<file path="config.mk">
export PLATFORM = sky130hd
export DESIGN_NAME = psns_mac
export DESIGN_NICKNAME = d
export VERILOG_FILES = /design/src/sv/psns_pkg.sv /design/src/sv/psns_mac.sv
export SDC_FILE = /design/constraint.sdc
export NUM_CORES = 2
export LEC_CHECK = 0
export BUFFER_PORTS_ARGS = -buffer_cell sky130_fd_sc_hd__buf_2
export CELL_PAD_IN_SITES_DETAIL_PLACEMENT = 1
export CELL_PAD_IN_SITES_GLOBAL_PLACEMENT = 1
export CORE_MARGIN = 2
export CORE_UTILIZATION = 33
export DETAILED_ROUTE_END_ITERATION = 16
export GPL_TIMING_DRIVEN = 0
export PLACE_DENSITY_LB_ADDON = 0.1
export SLEW_MARGIN = 10
export SYNTH_ARGS = -nofsm -noshare
export SYNTH_HDL_FRONTEND = slang
export SYNTH_SLANG_ARGS = --single-unit
</file>
<file path="constraint.sdc">
create_clock -name aclk -period 10.05 [get_ports aclk]
set_input_delay 2.01 -clock aclk [delete_from_list [all_inputs] [get_ports aclk]]
set_output_delay 2.01 -clock aclk [all_outputs]
set_load 0.1 [all_outputs]
</file>
<file path="src/sv/psns_pkg.sv">
`timescale 1ns / 1ps
// ----------------------------------------------------------------------------
// psns_pkg
// Shared types, codes and helpers of the path node spline sampler.
// ----------------------------------------------------------------------------
package psns_pkg;

    // Command codes of an input word.
    localparam logic [1:0] CMD_APPEND = 2'd0;
    localparam logic [1:0] CMD_CLEAR  = 2'd1;
    localparam logic [1:0] CMD_QUERY  = 2'd2;

    // Status codes of a result word.
    localparam logic [1:0] ST_OK    = 2'd0;
    localparam logic [1:0] ST_EMPTY = 2'd1;
    localparam logic [1:0] ST_FULL  = 2'd2;

    // Integer part of the Q12.12 query index.
    localparam int CIDX_W = 12;
    localparam int CCNT_W = 4;

    // Shared multiplier and accumulator widths.
    localparam int AW   = 39;
    localparam int BW   = 17;
    localparam int PW   = AW + BW;
    localparam int ACCW = 72;

    // Index of the last step of each sequence phase.
    localparam logic [4:0] LIN_LAST = 5'd2;
    localparam logic [4:0] CR_LAST  = 5'd23;
    localparam logic [4:0] WGT_LAST = 5'd5;

    localparam logic signed [ACCW-1:0] CR_RND  = ACCW'(1) << 36;
    localparam logic signed [ACCW-1:0] LIN_RND = ACCW'(2048);

    typedef struct packed {
        logic       acc;
        logic       clr;
        logic       sh;
        logic       last;
        logic [1:0] ax;
    } mac_ctl_t;

    function automatic logic [31:0] sat32(input logic signed [ACCW-1:0] v);
        logic signed [ACCW-1:0] hi;
        logic signed [ACCW-1:0] lo;
        hi = {{(ACCW-31){1'b0}}, {31{1'b1}}};
        lo = {{(ACCW-31){1'b1}}, {31{1'b0}}};
        if (v > hi) begin
            return 32'h7fff_ffff;
        end else if (v < lo) begin
            return 32'h8000_0000;
        end
        return v[31:0];
    endfunction

endpackage

</file>
<file path="src/sv/psns_mac.sv">
`timescale 1ns / 1ps
// ----------------------------------------------------------------------------
// psns_mac
// Shared signed multiplier with a registered product and an accumulator.
// ----------------------------------------------------------------------------
module psns_mac (
    input  logic                                aclk,
    input  logic                                aresetn,
    input  logic signed [psns_pkg::AW-1:0]      mul_a,
    input  logic signed [psns_pkg::BW-1:0]      mul_b,
    input  psns_pkg::mac_ctl_t                  ctl_i,
    output logic signed [psns_pkg::PW-1:0]      prod_o,
    output logic signed [psns_pkg::ACCW-1:0]    acc_o,
    output psns_pkg::mac_ctl_t                  done_o
);

    logic signed [psns_pkg::PW-1:0]   prod_reg;
    logic signed [psns_pkg::ACCW-1:0] acc_reg;
    logic signed [psns_pkg::ACCW-1:0] addend;
    psns_pkg::mac_ctl_t               ctl_reg;
    psns_pkg::mac_ctl_t               done_reg;

    // The accumulate stage takes the product register in the following cycle.
    assign addend = ctl_reg.sh ? (psns_pkg::ACCW'(prod_reg) <<< 16)
                               : psns_pkg::ACCW'(prod_reg);

    always_ff @(posedge aclk) begin
        prod_reg <= mul_a * mul_b;
        if (ctl_reg.acc) begin
            acc_reg <= (ctl_reg.clr ? '0 : acc_reg) + addend;
        end
    end

    always_ff @(posedge aclk) begin
        if (!aresetn) begin
            ctl_reg  <= '0;
            done_reg <= '0;
        end else begin
            ctl_reg  <= ctl_i;
            done_reg <= ctl_reg;
        end
    end

    assign prod_o = prod_reg;
    assign acc_o  = acc_reg;
    assign done_o = done_reg;

endmodule

</file>
==> impl_metrics.env <==
export IMPL_viasPerCell=4.848
export IMPL_final_min_clock_period_ps=9716
export IMPL_ys_flop_type="edfxtp_1"
export IMPL_dieArea_sq_um=97520
export IMPL_avgSynthCellArea_sq_um=8.966
export IMPL_layout_setup_ws_ps=333.8
export IMPL_cts_buffers=17
export IMPL_async_flop_share=0
export IMPL_io_pins=198
export IMPL_wl_per_cell_um=22.92
export IMPL_syn2layout_area_growth_pct=9.886
export IMPL_drt_total_wl_um=114200
export IMPL_ant_nets=0
export IMPL_crit_path_max_fanout=10
export IMPL_drtPass1Iterations=5
export IMPL_post_dp_hpwl_um=96670
export IMPL_drc_errors=0
export IMPL_syn_inst=3498
export IMPL_placed_cells=4945
export IMPL_grt_max_degree=51
export IMPL_slew_violations=0
export IMPL_cts_tree="yes"
export IMPL_synth_cell_type_count=71
export IMPL_ys_warn_count=0
export IMPL_nets=4590
export IMPL_cts_root_buf="clkbuf_16"
export IMPL_final_layout_size_suffix_gt1_frac=0.07328
export IMPL_synthTopCellsByArea="fa_1 (40%), inv_1 (8.9%), ha_1 (8.0%), edfxtp_1 (6.9%), nand2_1 (5.7%)"
export IMPL_critical_path_slowest_cell="clkbuf_1"
export IMPL_first_iter_violations=1211
export IMPL_rows=113
export IMPL_start_util=0.3316
export IMPL_yosysSeqAreaShare=0.1123
export IMPL_place_area_sq_um=33880
export IMPL_path_common_cell="fa_1"
export IMPL_synth_top_area_cell="fa_1"
export IMPL_vias=24149
export IMPL_synth_nets=4389
export IMPL_synth_edf_count=72
export IMPL_largest_reg_flops=72
export IMPL_outcome="complete, no violations"
export IMPL_gp_congestion=0.8734
export IMPL_grt_usage=0.2381
export IMPL_crit_path_end_kind="flop"
export IMPL_crit_path_start_kind="input port"
export IMPL_finalHoldViolations=0
export IMPL_instances_no_fill=4981
export IMPL_core_area_sq_um=94590
export IMPL_final_common_cell="inv_1"
export IMPL_max_slew_margin=0.08638
export IMPL_fin_area_sq_um=34460
export IMPL_cpPeakStageDelay_ps=820
export IMPL_tightestPinTransition_ps=1336
export IMPL_grt_pass1_vias=26434
export IMPL_fmax_ghz=0.1029
export IMPL_cts_hold_buf=0
export IMPL_finClkSkew_ps=13.96
export IMPL_critPathArrivalTime_ps=10030
export IMPL_dieHeight_um=312.3
export IMPL_cts_sinks=140
export IMPL_ys_ff_latch=140
export IMPL_synth_area_sq_um=31360
export IMPL_cts_setup_buffers=0
export IMPL_insertion_delay_ps=460
export IMPL_finalCritPeriodShare=0.9668
export IMPL_hp_class="flop to flop"
export IMPL_clk_path_buf_depth=2
export IMPL_r2r_setup_slack_ps=4150
export IMPL_grt_pass1_wl_um=172800
export IMPL_die_width_um=312.3
export IMPL_setup_viol=0
export IMPL_io_buffers=181
export IMPL_drv_cap=0
export IMPL_layout_common_cells="inv_1 (742), fa_1 (627), nand2_1 (476), and2_1 (263), ha_1 (200)"
export IMPL_cts_resized=0
export IMPL_htree_levels=4
export IMPL_dp_slack_ps=-216.7
export IMPL_final_core_util=0.3644
export IMPL_clkTransAtPathRegs_ps=60
export IMPL_gr_total_overflow=0
export IMPL_yosys_area_top_type_share=0.4002
export IMPL_crit_type="input port to flop"
export IMPL_cp_required_ps=10370
export IMPL_rsz0062_at_grt="no"
export IMPL_antenna_found_initial=5
==> path summary, 6_finish.rpt <==
check / endpoint / cells after the start / start
min reg2reg: done_o[0]$_SDFF_PN0_ / 1 / ctl_reg[0]$_SDFF_PN0_
max reg2reg: acc_o[60]$_DFFE_PP_ / 15 / ctl_reg[3]$_SDFF_PN0_
max: prod_o[55]$_DFF_P_ / 25 / mul_b[3]
min: done_o[0]$_SDFF_PN0_ / 1 / ctl_reg[0]$_SDFF_PN0_
==> critical path, delay by kind of cell <==
| family | cells | cell delay [ps] |
|---|---|---|
| fa+ha+maj | 7 | 3570 |
| buf+inv | 7 | 1730 |
| simple gates | 6 | 1530 |
| compound gates | 4 | 1060 |
| xor+xnor | 1 | 130 |
==> metrics by stage <==
stage | setup TNS, ps | hold WS [ps]
2_1_floorplan | 0 | 411.9
3_3_place_gp | -511.0 | 413.7
3_5_place_dp | -630.7 | 420.2
4_1_cts | 0 | 435.2
5_1_grt | 0 | 462.5
6_report | 0 | 432.2
==> routing by layer <==
metal	track usage	wire length, um
met1	0.3326	53530
met4	0.04873	2318
met2	0.4001	53780
met3	0.02508	4562
met5	0	0
==> cell type report <==
cell class,instances,area [sq um]
multi-input cells,2459,24460
fillers,11227,60120
clock buffers,24,514.2
diodes,4,10.01
flip-flops and latches,140,3527
repair buffers,182,933.4
clock inverters,8,53.80
well taps,1265,1583
plain buffers,157,594.3
inverters,742,2785
==> kinds of logic after synthesis <==
group / share of synthesized area
xor+xnor: 0.03435
flops: 0.1123
buf+inv: 0.1077
mux: 0.01432
simple gates: 0.1651
compound gates: 0.08621
fa+ha+maj: 0.4800
==> Yosys cell counts, types with 4 or more instances <==
library cell and count:
inv_1 742, fa_1 627, nand2_1 476, and2_1 263, ha_1 200, clkbuf_1 153
a21oi_1 118, nor2b_1 102, nor2_1 94, xnor2_1 83, o21ai_0 75, a21o_1 74
edfxtp_1 72, dfxtp_1 68, xor2_1 40, mux2_2 39, nand2b_1 33, nand3_1 33
o21a_1 22, nand4_1 19, and3_1 16, nor3_1 14, o21bai_1 13, a211oi_1 12
a31oi_1 11, a211o_1 8, o31ai_1 8, o211ai_1 6, a221oi_1 4, a41oi_1 4
o21ai_1 4, o31a_1 4
Power is left out: the tool's default activity adds up to more than one toggle a clock period on the data nets, which glitch-free logic cannot reach.
