==> config.mk <==
export PLATFORM = sky130hd
export DESIGN_NAME = psns_mod
export DESIGN_NICKNAME = d
export VERILOG_FILES = /design/src/sv/psns_pkg.sv /design/src/sv/psns_mod.sv
export SDC_FILE = /design/constraint.sdc
export NUM_CORES = 1
export LEC_CHECK = 0
export ABC_CLOCK_PERIOD_IN_PS = 3000
export BUFFER_PORTS_ARGS = -buffer_cell sky130_fd_sc_hd__buf_2
export CAP_MARGIN = 40
export CORE_AREA = 2 2 74 76
export CTS_BUF_LIST = sky130_fd_sc_hd__clkbuf_2 sky130_fd_sc_hd__clkbuf_4 sky130_fd_sc_hd__clkbuf_8
export CTS_CLUSTER_SIZE = 24
export DETAILED_ROUTE_END_ITERATION = 8
export DIE_AREA = 0 0 76 78
export MAX_ROUTING_LAYER = met4
export PLACE_DENSITY = 0.72
export RECOVER_POWER = 100
export SETUP_SLACK_MARGIN = 0.15
export SLEW_MARGIN = 30
export SYNTH_ARGS = -nofsm -noshare
export SYNTH_HDL_FRONTEND = slang
export SYNTH_SLANG_ARGS = --single-unit
export TNS_END_PERCENT = 5
==> constraint.sdc <==
create_clock -name aclk -period 3 [get_ports aclk]
set_input_delay 0.3 -clock aclk [delete_from_list [all_inputs] [get_ports aclk]]
set_output_delay 0.3 -clock aclk [all_outputs]
set_load 0.01 [all_outputs]
==> src/sv/psns_pkg.sv <==
`timescale 1ns / 1ps
// ----------------------------------------------------------------------------
// psns_pkg
// Shared types, codes and helpers of the path node spline sampler.
// ----------------------------------------------------------------------------
package psns_pkg;

    // Command codes of an input word.
    localparam logic [1:0] CMD_APPEND = 2'd0;
    localparam logic [1:0] CMD_CLEAR  = 2'd1;
    localparam logic [1:0] CMD_QUERY  = 2'd2;

    // Status codes of a result word.
    localparam logic [1:0] ST_OK    = 2'd0;
    localparam logic [1:0] ST_EMPTY = 2'd1;
    localparam logic [1:0] ST_FULL  = 2'd2;

    // Integer part of the Q12.12 query index.
    localparam int CIDX_W = 12;
    localparam int CCNT_W = 4;

    // Shared multiplier and accumulator widths.
    localparam int AW   = 39;
    localparam int BW   = 17;
    localparam int PW   = AW + BW;
    localparam int ACCW = 72;

    // Index of the last step of each sequence phase.
    localparam logic [4:0] LIN_LAST = 5'd2;
    localparam logic [4:0] CR_LAST  = 5'd23;
    localparam logic [4:0] WGT_LAST = 5'd5;

    localparam logic signed [ACCW-1:0] CR_RND  = ACCW'(1) << 36;
    localparam logic signed [ACCW-1:0] LIN_RND = ACCW'(2048);

    typedef struct packed {
        logic       acc;
        logic       clr;
        logic       sh;
        logic       last;
        logic [1:0] ax;
    } mac_ctl_t;

    function automatic logic [31:0] sat32(input logic signed [ACCW-1:0] v);
        logic signed [ACCW-1:0] hi;
        logic signed [ACCW-1:0] lo;
        hi = {{(ACCW-31){1'b0}}, {31{1'b1}}};
        lo = {{(ACCW-31){1'b1}}, {31{1'b0}}};
        if (v > hi) begin
            return 32'h7fff_ffff;
        end else if (v < lo) begin
            return 32'h8000_0000;
        end
        return v[31:0];
    endfunction

endpackage

==> src/sv/psns_mod.sv <==
`timescale 1ns / 1ps
// ----------------------------------------------------------------------------
// psns_mod
// Bit-serial remainder of the signed node index by the node count.
// ----------------------------------------------------------------------------
module psns_mod #(
    parameter int NW = 9
) (
    input  logic                                 aclk,
    input  logic                                 aresetn,
    input  logic                                 start,
    input  logic signed [psns_pkg::CIDX_W-1:0]   num,
    input  logic [NW-1:0]                        den,
    output logic                                 done_o,
    output logic [NW-1:0]                        rem_o
);

    logic                          run_reg;
    logic                          fin_reg;
    logic [psns_pkg::CCNT_W-1:0]   cnt_reg;
    logic [psns_pkg::CIDX_W-1:0]   mag_reg;
    logic [NW-1:0]                 rem_reg;
    logic                          neg_reg;
    logic [NW:0]                   sh;
    logic [NW:0]                   sh_next;

    always_comb begin
        sh      = {rem_reg, mag_reg[psns_pkg::CIDX_W-1]};
        sh_next = (sh >= {1'b0, den}) ? sh - {1'b0, den} : sh;
    end

    always_ff @(posedge aclk) begin
        if (!aresetn) begin
            run_reg <= 1'b0;
            fin_reg <= 1'b0;
            cnt_reg <= '0;
        end else begin
            fin_reg <= 1'b0;
            if (start) begin
                run_reg <= 1'b1;
                cnt_reg <= '0;
            end else if (run_reg) begin
                cnt_reg <= cnt_reg + 1'b1;
                if (cnt_reg == psns_pkg::CCNT_W'(psns_pkg::CIDX_W - 1)) begin
                    run_reg <= 1'b0;
                    fin_reg <= 1'b1;
                end
            end
        end
    end

    always_ff @(posedge aclk) begin
        if (start) begin
            neg_reg <= num[psns_pkg::CIDX_W-1];
            mag_reg <= num[psns_pkg::CIDX_W-1] ? psns_pkg::CIDX_W'(-num)
                                               : psns_pkg::CIDX_W'(num);
            rem_reg <= '0;
        end else if (run_reg) begin
            mag_reg <= {mag_reg[psns_pkg::CIDX_W-2:0], 1'b0};
            rem_reg <= sh_next[NW-1:0];
        end
    end

    // A negative index folds back from the top of the period.
    assign rem_o  = (neg_reg && rem_reg != '0) ? den - rem_reg : rem_reg;
    assign done_o = fin_reg;

endmodule

==> flow_metrics.tcl <==
set metrics [dict create \
    ys_types 48 \
    critPathLaunch "mag_reg[11]$_DFFE_PP_" \
    synth_seq_area_share_pct 30.6 \
    cpPeakStageDelay_ns 0.42 \
    detail-route-antenna-nets 0 \
    r2r_end "rem_reg[3]$_SDFFE_PP0P_" \
    cts_tree "done" \
    endpoint_kind "flop" \
    die_area_um2 5930 \
    die_y_um 78 \
    track_usage_pct 17.0 \
    io_buffers 33 \
    fillers 486 \
    drtIter0Drc 88 \
    drc 0 \
    reg2reg_depth 10 \
    syn_area_um2 2250 \
    wl_um 4750 \
    ir_drop_uv 243 \
    area_delta_synth_final_pct 13.2 \
    rows 26 \
    outcome "completed" \
    worstPathRequired_ns 3.09 \
    syn-num-nets 310 \
    cts_buffer_depth 2 \
    synth.avg_cell_area_um2 8.50 \
    hold_viol 0 \
    async_flop_share_pct 0 \
    clock_latency_ns 0.28 \
    avgViaCountPerCell 5.37 \
    register_area_um2 691 \
    largest_reg_flops 12 \
    total_power_mw 1.18 \
    start_util_pct 44.7 \
    grt_pass1_wl_um 8260 \
    crit_path_start_kind "flop" \
    drv_cap 0 \
    drive_gt1_share_pct 12.5 \
    cts_buffers 3 \
    rsz0062_at_grt "false" \
    place_congestion 0.846 \
    gr-total-overflow 0 \
    cts.sinks 28 \
    period_needed_ns 2.71 \
    finClkSkew_ns 0.0115 \
    antenna_cells 0 \
    layout_common_cells "nor2_1 (31), inv_1 (25), a21oi_1 (23), buf_2 (23), ha_1 (19)" \
    synth_warnings 0 \
    synth-seq-cells 28 \
    clkTransAtPathRegs_ns 0.10 \
    dp_hpwl_um 3670 \
    slowest_stage "a211oi_2" \
    io_pins 34 \
    routed-via-count 1969 \
    finalSetupViolations 0 \
    timing.rr.start "mag_reg[11]$_DFFE_PP_" \
    fmax_mhz 369 \
    holdBufCountCts 0 \
    p_leak_nw 1.09 \
    die_w_um 76 \
    fin_ws_ns 0.293 \
    path_cells "inv_1 > ha_1 > inv_1 > fa_1 > a211oi_2 > o21ai_0 > a211oi_2 > buf_4 > mux2i_1 > a211oi_1" \
    hold_slack_ns 0.238 \
    postCtsSetupBuffers 0 \
    cellPowerDensity_nw_per_um2 461 \
    min_path_type "primary input to flop" \
    arrival_ns 2.79 \
    final_util_pct 50.6 \
    period_share_pct 90.2 \
    setup_tns_ns 0 \
    multi_input_comb_area_um2 1430 \
    path_max_fanout 8 \
    layout.cells.most_common "nor2_1" \
    synth_top_flop_cell "dfxtp_1" \
    endpoint "rem_reg[3]$_SDFFE_PP0P_" \
    maxSlewViolCount 0 \
    slew_headroom_pct 1.84 \
    pre_cts_ws_ns 0.458 \
    grt_pass1_vias 1817 \
    ctsRootBufferMaster "clkbuf_8" \
    cts_max_level 1 \
    wire_per_inst_um 12.9 \
    drtPass1Iterations 4 \
    netlist_instances 265 \
    final_nets 343 \
    max_slew.worst_pin.slew_ns 1.47 \
    synth_edf_count 13 \
    antenna_found_initial 0 \
    core_area_um2 5040 \
    worstSetupPathType "flop to flop" \
    grt_max_degree 39 \
    rrSetupSlack_ns 0.29 \
]
[synth_stat cells (all sizes together) (2+ instances only)]
master | n | area [µm²]
a211oi | 9 | 77.6
a21oi | 23 | 115
a311o | 2 | 22.5
a311oi | 4 | 35.0
and4 | 2 | 17.5
clkbuf | 8 | 30.0
dfxtp | 15 | 300
edfxtp | 13 | 390
fa | 2 | 40.0
ha | 19 | 238
inv | 25 | 93.8
mux2i | 7 | 70.1
nand2 | 17 | 63.8
nand2b | 4 | 25.0
nand3b | 5 | 37.5
nand4 | 2 | 12.5
nor2 | 31 | 116
nor2b | 4 | 25.0
nor3 | 3 | 15.0
o211ai | 3 | 22.5
o21a | 6 | 45.0
o21ai | 10 | 50.0
o31ai | 3 | 22.5
or2 | 2 | 12.5
or3 | 6 | 37.5
or4 | 3 | 23.8
xnor2 | 4 | 35.0
xor2 | 16 | 140
[metrics by stage]
step | instance area (µm²) | instances
after floorplan | 2250 | 265
after global placement | 2490 | 363
after CTS | 2570 | 367
after detailed placement | 2490 | 363
final | 2550 | 367
after global routing | 2550 | 367
[cells by family after synthesis]
family	after synthesis	share of synthesized area [%]
adder cells (fa/ha/maj)	21	12.3
flip-flops	28	30.6
AND/OR/NAND/NOR	84	18.8
XOR/XNOR	20	7.77
multiplexers	7	3.11
AO/OA/AOI/OAI	71	21.4
buffers and inverters	34	6.00
[worst min path at each step]
stage	from	to	slack, ns	cells after the start
after floorplan	num[11]	neg_reg$_DFFE_PP_	0.40	0
after CTS	aresetn	run_reg$_SDFF_PN0_	0.23	2
after global routing	aresetn	run_reg$_SDFF_PN0_	0.26	2
after global placement	cnt_reg[3]$_SDFFE_PP0P_	cnt_reg[3]$_SDFFE_PP0P_	0.50	2
final	aresetn	run_reg$_SDFF_PN0_	0.24	2
after detailed placement	cnt_reg[3]$_SDFFE_PP0P_	cnt_reg[3]$_SDFFE_PP0P_	0.51	2
[metal layers]
metal  up-vias  track usage (%)  share of wire [%]
li1       1020                -                  -
met1       908             22.8                 50
met2        39             27.6                 45
met3         2             1.63                3.8
met4         0             4.73               0.44
met5         -                -                  0
[critical path, delay by kind of cell (launching register included)]
family | cells | cell delay (ns)
muxes | 1 | 0.20
AOI/OAI and AO/OA | 4 | 1.01
adders and majority gates | 2 | 0.56
DFF | 1 | 0.39
buffers and inverters | 3 | 0.35
[report_power, final]
part	internal [mW]	switching, mW	total, mW	leakage, nW
Clock	0.179	0.119	0.298	0.0357
Sequential	0.437	0.0271	0.464	0.252
Combinational	0.181	0.233	0.414	0.801
Total	0.796	0.379	1.18	1.09
[cell type report]
class | instances | share of cell area, %
multi-input cells | 203 | 56.0
flip-flops and latches | 28 | 27.1
repair buffers | 37 | 7.02
inverters | 25 | 3.68
well taps | 70 | 3.43
clock buffers | 3 | 1.62
clock inverters | 1 | 1.18
[what timing repair did]
| item | CTS | global route |
|---|---|---|
| resized for setup | 0 | 1 |
| hold endpoints to repair | 0 | 0 |
| endpoints found under the setup margin | 0 | 1 |
Note: power is estimated with default switching activity, not from simulation.
